<file path="src/sv/tcaa_pkg.sv">
`default_nettype none

package tcaa_pkg;

    // Fixed widths and constants
    localparam int unsigned CFG_WIDTH           = 16;
    localparam int unsigned DUTY_WIDTH          = 8;
    localparam int unsigned DELAY_WIDTH_DEFAULT = 16;

    localparam logic [CFG_WIDTH-1:0]  DELAY_RESET = 16'd10;
    localparam logic [DUTY_WIDTH-1:0] DIM_STEP    = 8'd51;
    localparam logic [DUTY_WIDTH-1:0] DUTY_FULL   = 8'd255;

    // One scan of the switch levels
    typedef struct packed {
        logic tick;
        logic oil_input;
        logic filter_input;
        logic mute_switch;
        logic reset_switch;
        logic lamp_test_switch;
        logic dimmer_switch;
    } in_t;

    // Indicator drive for one scan
    typedef struct packed {
        logic                  oil_lamp;
        logic                  filter_lamp;
        logic                  horn;
        logic [DUTY_WIDTH-1:0] lamp_duty;
        logic                  lamp_test_active;
    } out_t;

    // Per-channel status after this scan's update
    typedef struct packed {
        logic latched;
        logic sound;
    } chan_status_t;

endpackage

`default_nettype wire

</file>
<file path="src/sv/tcaa_channel.sv">
`default_nettype none

module tcaa_channel #(
    parameter int unsigned DELAY_WIDTH = tcaa_pkg::DELAY_WIDTH_DEFAULT
) (
    input  wire logic                           clk,
    input  wire logic                           rst_n,
    input  wire logic                           en,
    input  wire logic                           level,
    input  wire logic                           tick,
    input  wire logic                           mute,
    input  wire logic                           rst_sw,
    input  wire logic [tcaa_pkg::CFG_WIDTH-1:0] delay,
    output tcaa_pkg::chan_status_t              status
);
    import tcaa_pkg::*;

    localparam int unsigned CMP_W = (DELAY_WIDTH > CFG_WIDTH) ? DELAY_WIDTH : CFG_WIDTH;

    logic [DELAY_WIDTH-1:0] count_reg, count_next;
    logic                   expired_reg, expired_next;
    logic                   latched_reg, latched_next;
    logic                   silenced_reg, silenced_next;

    logic [DELAY_WIDTH-1:0] count_base;
    logic [DELAY_WIDTH-1:0] count_inc;
    logic                   hit;

    // Delay-on timer: cleared when the input drops, counts ticks while active
    always_comb
    begin
        count_base = level ? count_reg : '0;
        count_inc  = count_base + {{(DELAY_WIDTH-1){1'b0}}, 1'b1};
        hit = (CMP_W'(count_inc) >= CMP_W'(delay))
              || (count_inc == {DELAY_WIDTH{1'b1}})
              || (count_inc == '0);
        count_next   = count_base;
        expired_next = level & expired_reg;
        if (tick && level)
        begin
            if (hit)
            begin
                expired_next = 1'b1;
                count_next   = '0;
            end
            else
            begin
                count_next = count_inc;
            end
        end
    end

    // Alarm latch and mute
    always_comb
    begin
        latched_next  = expired_next | (latched_reg & ~rst_sw);
        silenced_next = latched_next & (mute | silenced_reg) & ~(expired_next & rst_sw);
        status.latched = latched_next;
        status.sound   = latched_next & ~silenced_next;
    end

    always_ff @(posedge clk or negedge rst_n)
    begin
        if (!rst_n)
        begin
            count_reg    <= '0;
            expired_reg  <= 1'b0;
            latched_reg  <= 1'b0;
            silenced_reg <= 1'b0;
        end
        else if (en)
        begin
            count_reg    <= count_next;
            expired_reg  <= expired_next;
            latched_reg  <= latched_next;
            silenced_reg <= silenced_next;
        end
    end

endmodule

`default_nettype wire

</file>
<file path="src/sv/two_channel_alarm_annunciator.sv">
// Channel  | Handshake               | Payload
// ---------+-------------------------+--------------------------------
// in       | in_valid / in_ready     | in_data  (tcaa_pkg::in_t)
// out      | out_valid / out_ready   | out_data (tcaa_pkg::out_t)
// cfg      | cfg_wr_en, no stall     | cfg_wr_data (alarm delay, ticks)
//
// One request per cycle sustained while out_ready is high; the result passes
// through the input register, then the result register.
// State is updated when a request moves from the input register to the
// result register, which happens whenever the result register is empty or
// being read. A stalled output holds its result while one more request waits
// in the input register. Async reset: delay = 10 ticks, duty = 255, no alarms.
`default_nettype none

module two_channel_alarm_annunciator #(
    parameter int unsigned DELAY_WIDTH = tcaa_pkg::DELAY_WIDTH_DEFAULT
) (
    input  wire logic                           clk,
    input  wire logic                           rst_n,
    input  wire logic                           in_valid,
    output      logic                           in_ready,
    input  wire tcaa_pkg::in_t                  in_data,
    output      logic                           out_valid,
    input  wire logic                           out_ready,
    output tcaa_pkg::out_t                      out_data,
    input  wire logic                           cfg_wr_en,
    input  wire logic [tcaa_pkg::CFG_WIDTH-1:0] cfg_wr_data
);
    import tcaa_pkg::*;

    logic                  in_valid_reg;
    in_t                   in_reg;
    logic                  out_valid_reg;
    out_t                  out_reg, out_next;
    logic [CFG_WIDTH-1:0]  delay_reg;
    logic [DUTY_WIDTH-1:0] dim_level_reg, dim_level_next;
    logic                  advance;
    logic                  out_free;
    chan_status_t          oil_status;
    chan_status_t          filter_status;

    // Pipeline control
    assign out_free = ~out_valid_reg | out_ready;
    assign advance  = in_valid_reg & out_free;
    assign in_ready = ~in_valid_reg | out_free;

    // Configuration register
    always_ff @(posedge clk or negedge rst_n)
    begin
        if (!rst_n)
            delay_reg <= DELAY_RESET;
        else if (cfg_wr_en)
            delay_reg <= cfg_wr_data;
    end

    // Input register
    always_ff @(posedge clk or negedge rst_n)
    begin
        if (!rst_n)
            in_valid_reg <= 1'b0;
        else if (in_ready)
            in_valid_reg <= in_valid;
    end

    always_ff @(posedge clk)
    begin
        if (in_valid && in_ready)
            in_reg <= in_data;
    end

    // Alarm channels
    tcaa_channel #(.DELAY_WIDTH(DELAY_WIDTH)) u_oil (
        .clk    (clk),
        .rst_n  (rst_n),
        .en     (advance),
        .level  (in_reg.oil_input),
        .tick   (in_reg.tick),
        .mute   (in_reg.mute_switch),
        .rst_sw (in_reg.reset_switch),
        .delay  (delay_reg),
        .status (oil_status)
    );

    tcaa_channel #(.DELAY_WIDTH(DELAY_WIDTH)) u_filter (
        .clk    (clk),
        .rst_n  (rst_n),
        .en     (advance),
        .level  (in_reg.filter_input),
        .tick   (in_reg.tick),
        .mute   (in_reg.mute_switch),
        .rst_sw (in_reg.reset_switch),
        .delay  (delay_reg),
        .status (filter_status)
    );

    // Dimmer step, frozen during lamp check
    always_comb
    begin
        dim_level_next = dim_level_reg;
        if (!in_reg.lamp_test_switch && in_reg.dimmer_switch)
        begin
            if (dim_level_reg == '0)
                dim_level_next = DUTY_FULL;
            else
                dim_level_next = dim_level_reg - DIM_STEP;
        end
    end

    always_ff @(posedge clk or negedge rst_n)
    begin
        if (!rst_n)
            dim_level_reg <= DUTY_FULL;
        else if (advance)
            dim_level_reg <= dim_level_next;
    end

    // Result assembly
    always_comb
    begin
        out_next.oil_lamp         = oil_status.latched | in_reg.lamp_test_switch;
        out_next.filter_lamp      = filter_status.latched | in_reg.lamp_test_switch;
        out_next.horn             = oil_status.sound | filter_status.sound
                                    | in_reg.lamp_test_switch;
        out_next.lamp_duty        = in_reg.lamp_test_switch ? DUTY_FULL : dim_level_reg;
        out_next.lamp_test_active = in_reg.lamp_test_switch;
    end

    // Result register
    always_ff @(posedge clk or negedge rst_n)
    begin
        if (!rst_n)
            out_valid_reg <= 1'b0;
        else if (out_free)
            out_valid_reg <= in_valid_reg;
    end

    always_ff @(posedge clk)
    begin
        if (advance)
            out_reg <= out_next;
    end

    assign out_valid = out_valid_reg;
    assign out_data  = out_reg;

endmodule

`default_nettype wire

</file>
<file path="config.mk">
export PLATFORM = sky130hd
export DESIGN_NAME = two_channel_alarm_annunciator
export DESIGN_NICKNAME = d
export VERILOG_FILES = /design/src/sv/tcaa_pkg.sv /design/src/sv/tcaa_channel.sv /design/src/sv/two_channel_alarm_annunciator.sv
export SDC_FILE = /design/constraint.sdc
export NUM_CORES = 1
export LEC_CHECK = 0
export ABC_AREA = 0
export BUFFER_PORTS_ARGS = -buffer_cell sky130_fd_sc_hd__buf_2
export CAP_MARGIN = 20
export CORE_MARGIN = 5
export CORE_UTILIZATION = 55
export CTS_CLUSTER_SIZE = 28
export DETAILED_ROUTE_END_ITERATION = 8
export PLACE_DENSITY = 0.77
export SLEW_MARGIN = 40
export SYNTH_ARGS = -nofsm -noshare
export SYNTH_HDL_FRONTEND = slang
export SYNTH_SLANG_ARGS = --single-unit
</file>
<file path="constraint.sdc">
create_clock -name clk -period 4.4 [get_ports clk]
set_input_delay 0.44 -clock clk [delete_from_list [all_inputs] [get_ports clk]]
set_output_delay 0.44 -clock clk [all_outputs]
set_load 0.01 [all_outputs]
</file>
== Word level (Yosys, flattened, before mapping) ==
Index checks and enable logic that the tools add are counted.
Word-level totals
  flip-flop bits (word level): 83
  output and inout port bits: 14
Cells by class
  add/sub/neg operators: 3
  $lt $le $gt $ge: 2
  equal/unequal tests: 2
  multiplexer cells: 11
  bitwise logic cells: 30
  reduce and logical (&&, ||, !) cells: 13
Operators by type and width (count)
  16-bit two-way mux: 6
  16-bit by 1-bit adder with 16-bit output (second input constant): 2
  16-bit equality test (second input constant): 2
  16-bit greater-or-equal comparator: 2
  16-bit zero test: 2
  1-bit bitwise AND: 13
  1-bit bitwise OR: 10
  8-bit zero test: 1
  8-bit two-way mux: 1
  8-bit by 6-bit subtractor with 8-bit output (second input constant): 1
  1-bit NOT: 7
  1-bit logical AND: 4
  1-bit logical OR: 4
  1-bit two-way mux: 4
  2-bit AND reduction: 1
  1-bit zero test: 1

== Longest topological paths before layout ==
  word-level depth: 14
  mapped depth: 20
  depth with buffers taken out: 16

== Modules after synthesis ==
Synthesis repeated with hierarchy kept, for this count alone.
Unflattened totals
  cells, all modules: 675
  area, all modules: 6218.5 um^2
Modules (own cells, without submodules)
  tcaa_channel: times used 2, cells each 279, area an instance 2212.1 um^2, seq. area each 475.5 um^2
  two_channel_alarm_annunciator: times used 1, cells each 117, area an instance 1794.2 um^2, seq. area each 1233.7 um^2

== Worst setup path before layout ==
Ideal clock, no wire load.
  path type: reg-to-reg
  start: register in_reg[5] in the netlist's numbering
  end: register out_reg, in the netlist out_data[9] (data pin)
  arrival time: 3.905 ns
  data required time: 4.139 ns
  path slack: 0.234 ns
  stages on the path, launching flop included: 17
  clock period less this slack: 4.166 ns
  cells stage by stage: edfxtp_1 buf_1 clkbuf_1 and2_1 ha_1 nand3_2 or4_1 a21oi_2 ha_1 nand2_1 o21ai_0 o211ai_1 a21oi_1 a211o_1 a211o_1 a31o_1 a221o_1
RTL lines
  start, declared: RTL line two_channel_alarm_annunciator.sv:32  | in_t in_reg;
  start signal, assigned: RTL line two_channel_alarm_annunciator.sv:68  | in_reg <= in_data;
  end signal, assigned: RTL line two_channel_alarm_annunciator.sv:140  | out_reg <= out_next;
  end, declared: RTL line two_channel_alarm_annunciator.sv:34  | out_t out_reg, out_next;

==> metrics.md <==
| Metric | Value |
|---|---|
| Status | completed |
| Die Height | 107.6 um |
| Largest net degree at the start of global routing | 65 |
| Iter 0 DRT Violations | 306 |
| Critical Path AT | 4.25 ns |
| Die X | 107.6 um |
| Skew final | 0.01266 ns |
| Rows | 35 |
| TritonRoute pass-1 iters | 5 |
| GRT Overall Usage | 22.67% |
| CP cell instances | and2_1, ha_2, nand3_2, or4_1, a21oi_2, ha_1, nand2_1, o21ai_0, o211ai_1, a21oi_1, a211o_1, a211o_1, a31o_1, a221o_1 |
| Crit start category | flip-flop |
| Number of diodes | 0 |
| Syn Nets | 619 |
| Rel. slew slack | 48.40% |
| Req. time, crit path | 4.52 ns |
| Post-synthesis async set-or-reset flop share | 77.11% |
| Worst Setup End Kind | flip-flop |
| Core area | 0.009240 mm^2 |
| Design Power | 0.001890 W |
| HP Class | in -> async |
| Final nets | 657 |
| Syn avg cell area | 9.499 um^2 |
| Initial antenna violation count | 0 |
| Number of synthesized flops with an enable pin | 19 |
| Initial core utilization | 56.64% |
| DR vias/cell | 6.136 |
| Via Count | 4,436 |
| CTS root buf | clkbuf_8 |
| Worst-case register-to-register setup slack | 0.27 ns |
| Syn. warnings | 0 |
| GRT overflow | 0 |
| Min Clock Period, post-route | 4.125 ns |
| Routed Wire Length | 12,470 um |
| Tcrit/Tclk final | 93.75% |
| Clk buf depth | 2 |
| Final GP Congestion | 0.9428 |
| Worst Path Buf+Inv | 0 |
| Top delay family on crit path | compound AO/OA/AOI/OAI gates |
| Worst path slowest cell | or4_1 |
| Synth Instances | 551 |
| Post-route ant nets | 0 |
| Commonest cells after routing, fill and taps aside | nand2_1, dfrtp_1, buf_2 |
| Setup WS post-layout | 0.2748 ns |
| CP max FO | 9 |
| Final setup violation count | 0 |
| HPWL after DPL | 9151 um |
| Final Hold Fails | 0 |
| # DRC | 0 |
| CTS tree | built |
| Clock H-tree levels | 3 |
| Die area | 0.01157 mm^2 |
| Buffers on Ports | 41 |
| Leak | 2.534 nW |
| Max IR drop VDD | 208.3 uV |
| Unrepaired setup endpoints after global routing | no |
| Worst R2R Start | in_reg[5] |
| Total CTS buffers | 9 |
| Place WS | 0.2866 ns |
| Drt wl/cell | 17.25 um |
| FF+latch count, synth | 83 |
| Seq/Total Area, Yosys | 41.74% |
| Worst r2r dst | out_data[9] |
| Top FF cell, synth | dfrtp_1 |
| Type of the worst setup path | reg -> reg |
| R2R depth | 14 |
| First-pass GRT wire length | 20,860 um |
| Worst skew pair latency | 0.37 ns |
| Pwr Density | 327.8 mW/mm^2 |
| Most used cell, CP | a211o_1 |
| Top Ports | 42 |
| Yosys cell types | 65 |
| Synthesis-to-finish area growth | 10.18% |
| Clock Sinks | 83 |
| Max-cap violations | 0 |
| Worst-margin pin slew | 0.7724 ns |
| Max Fclk | 242.4 MHz |
| Share of cells above drive strength 1 | 18.01% |
| Final Max Slew Viols | 0 |
| Worst-path clk slew | 0.09 ns |
| Total Neg Setup Slack | 0 ns |
| CP peak stage delay | 0.57 ns |
| Synthesized area | 0.005234 mm^2 |
| Vias in the first global route | 4,264 |
| Most common cell after layout, fill and taps aside | nand2_1 |
==> stage by stage <==
stage	hold WS [ns]	util (%)	std cells	instance area, um^2
floorplan	0.1444	-	551	5234
global placement	0.4897	60.16	706	5559
detailed placement	0.4982	60.16	706	5559
CTS	0.2281	62.07	722	5736
global route	0.2062	62.41	723	5767
finish	0.1544	62.41	723	5767
==> worst reg2reg max path: cells and delay by family, from the launching register on <==
family          cells  cell delay (ns)
simple gates        4             1.10
compound gates      8             1.78
fa+ha+maj           2             0.54
flops               1             0.46
==> layout make-up <==
cell class	count	area (um^2)
Tap cell	129	161.4
Clock inverter	6	48.80
Timing Repair Buffer	52	304.0
Clock buffer	10	127.6
Fill cell	752	3473
Inverter	40	150.1
Multi-Input combinational cell	403	2790
Sequential cell	83	2185
==> synthesized netlist by cell type (6+ instances only) <==
cell,number,area share (%)
a2111oi_0,6,1.0
a21o_1,7,1.0
a21oi_1,33,3.2
a22o_1,27,4.5
and2_1,9,1.1
buf_2,9,0.86
clkbuf_1,13,0.93
dfrtp_1,54,26
dfstp_2,10,5.0
edfxtp_1,19,11
ha_1,40,9.6
inv_1,39,2.8
nand2_1,61,4.4
nand2b_1,9,1.1
nand3_1,14,1.3
nand4_1,12,1.4
nor2_1,20,1.4
nor3_1,10,0.96
nor4_1,9,1.1
o21ai_0,34,3.3
o31ai_1,8,1.1
or2_2,9,1.1
or4_1,8,1.1
xnor2_1,10,1.7
xor2_1,7,1.2
==> where the power goes <==
part	switching [W]	internal, W	total [W]
Combinational	0.000212	0.000157	0.000369
Sequential	0.0000998	0.000907	0.00101
Clock	0.000304	0.000210	0.000514
==> cell families after synthesis <==
| kind of cell | Yosys count | synth area share, % |
|---|---|---|
| XOR/XNOR | 17 | 2.845 |
| AO/OA/AOI/OAI | 150 | 19.65 |
| adder cells (fa/ha/maj) | 40 | 9.563 |
| flip-flops | 83 | 41.74 |
| buffers and inverters | 65 | 5.092 |
| AND/OR/NAND/NOR | 189 | 19.70 |
| multiplexers | 7 | 1.410 |
==> per-layer routing <==
| metal | track usage [%] | vias to the layer above | share of wire [%] |
|---|---|---|---|
| met2 | 37.08 | 171 | 48 |
| met5 | 0 | - | 0 |
| li1 | - | 2108 | - |
| met3 | 4.619 | 30 | 5.9 |
| met4 | 8.296 | 0 | 2.4 |
| met1 | 29.73 | 2127 | 44 |
==> timing repair <==
action                     in CTS  in global routing
resized for setup               0                  2
setup endpoints to repair       0                 15
buffers inserted                0                  1
hold buffers                    0                  0
==> worst max path at each step <==
stage | depth (start not counted) | end | from | slack, ns
after CTS | 14 | out_data[9] | in_reg[5] | 0.27
after detailed placement | 14 | out_data[9] | in_reg[5] | 0.29
final | 14 | out_data[9] | in_reg[5] | 0.27
after global routing | 14 | out_data[9] | in_reg[5] | 0.07
after floorplan | 16 | out_data[9] | in_reg[5] | 0.23
after global placement | 14 | out_data[9] | in_reg[5] | 0.47
Power figures use the tool's default switching activity.
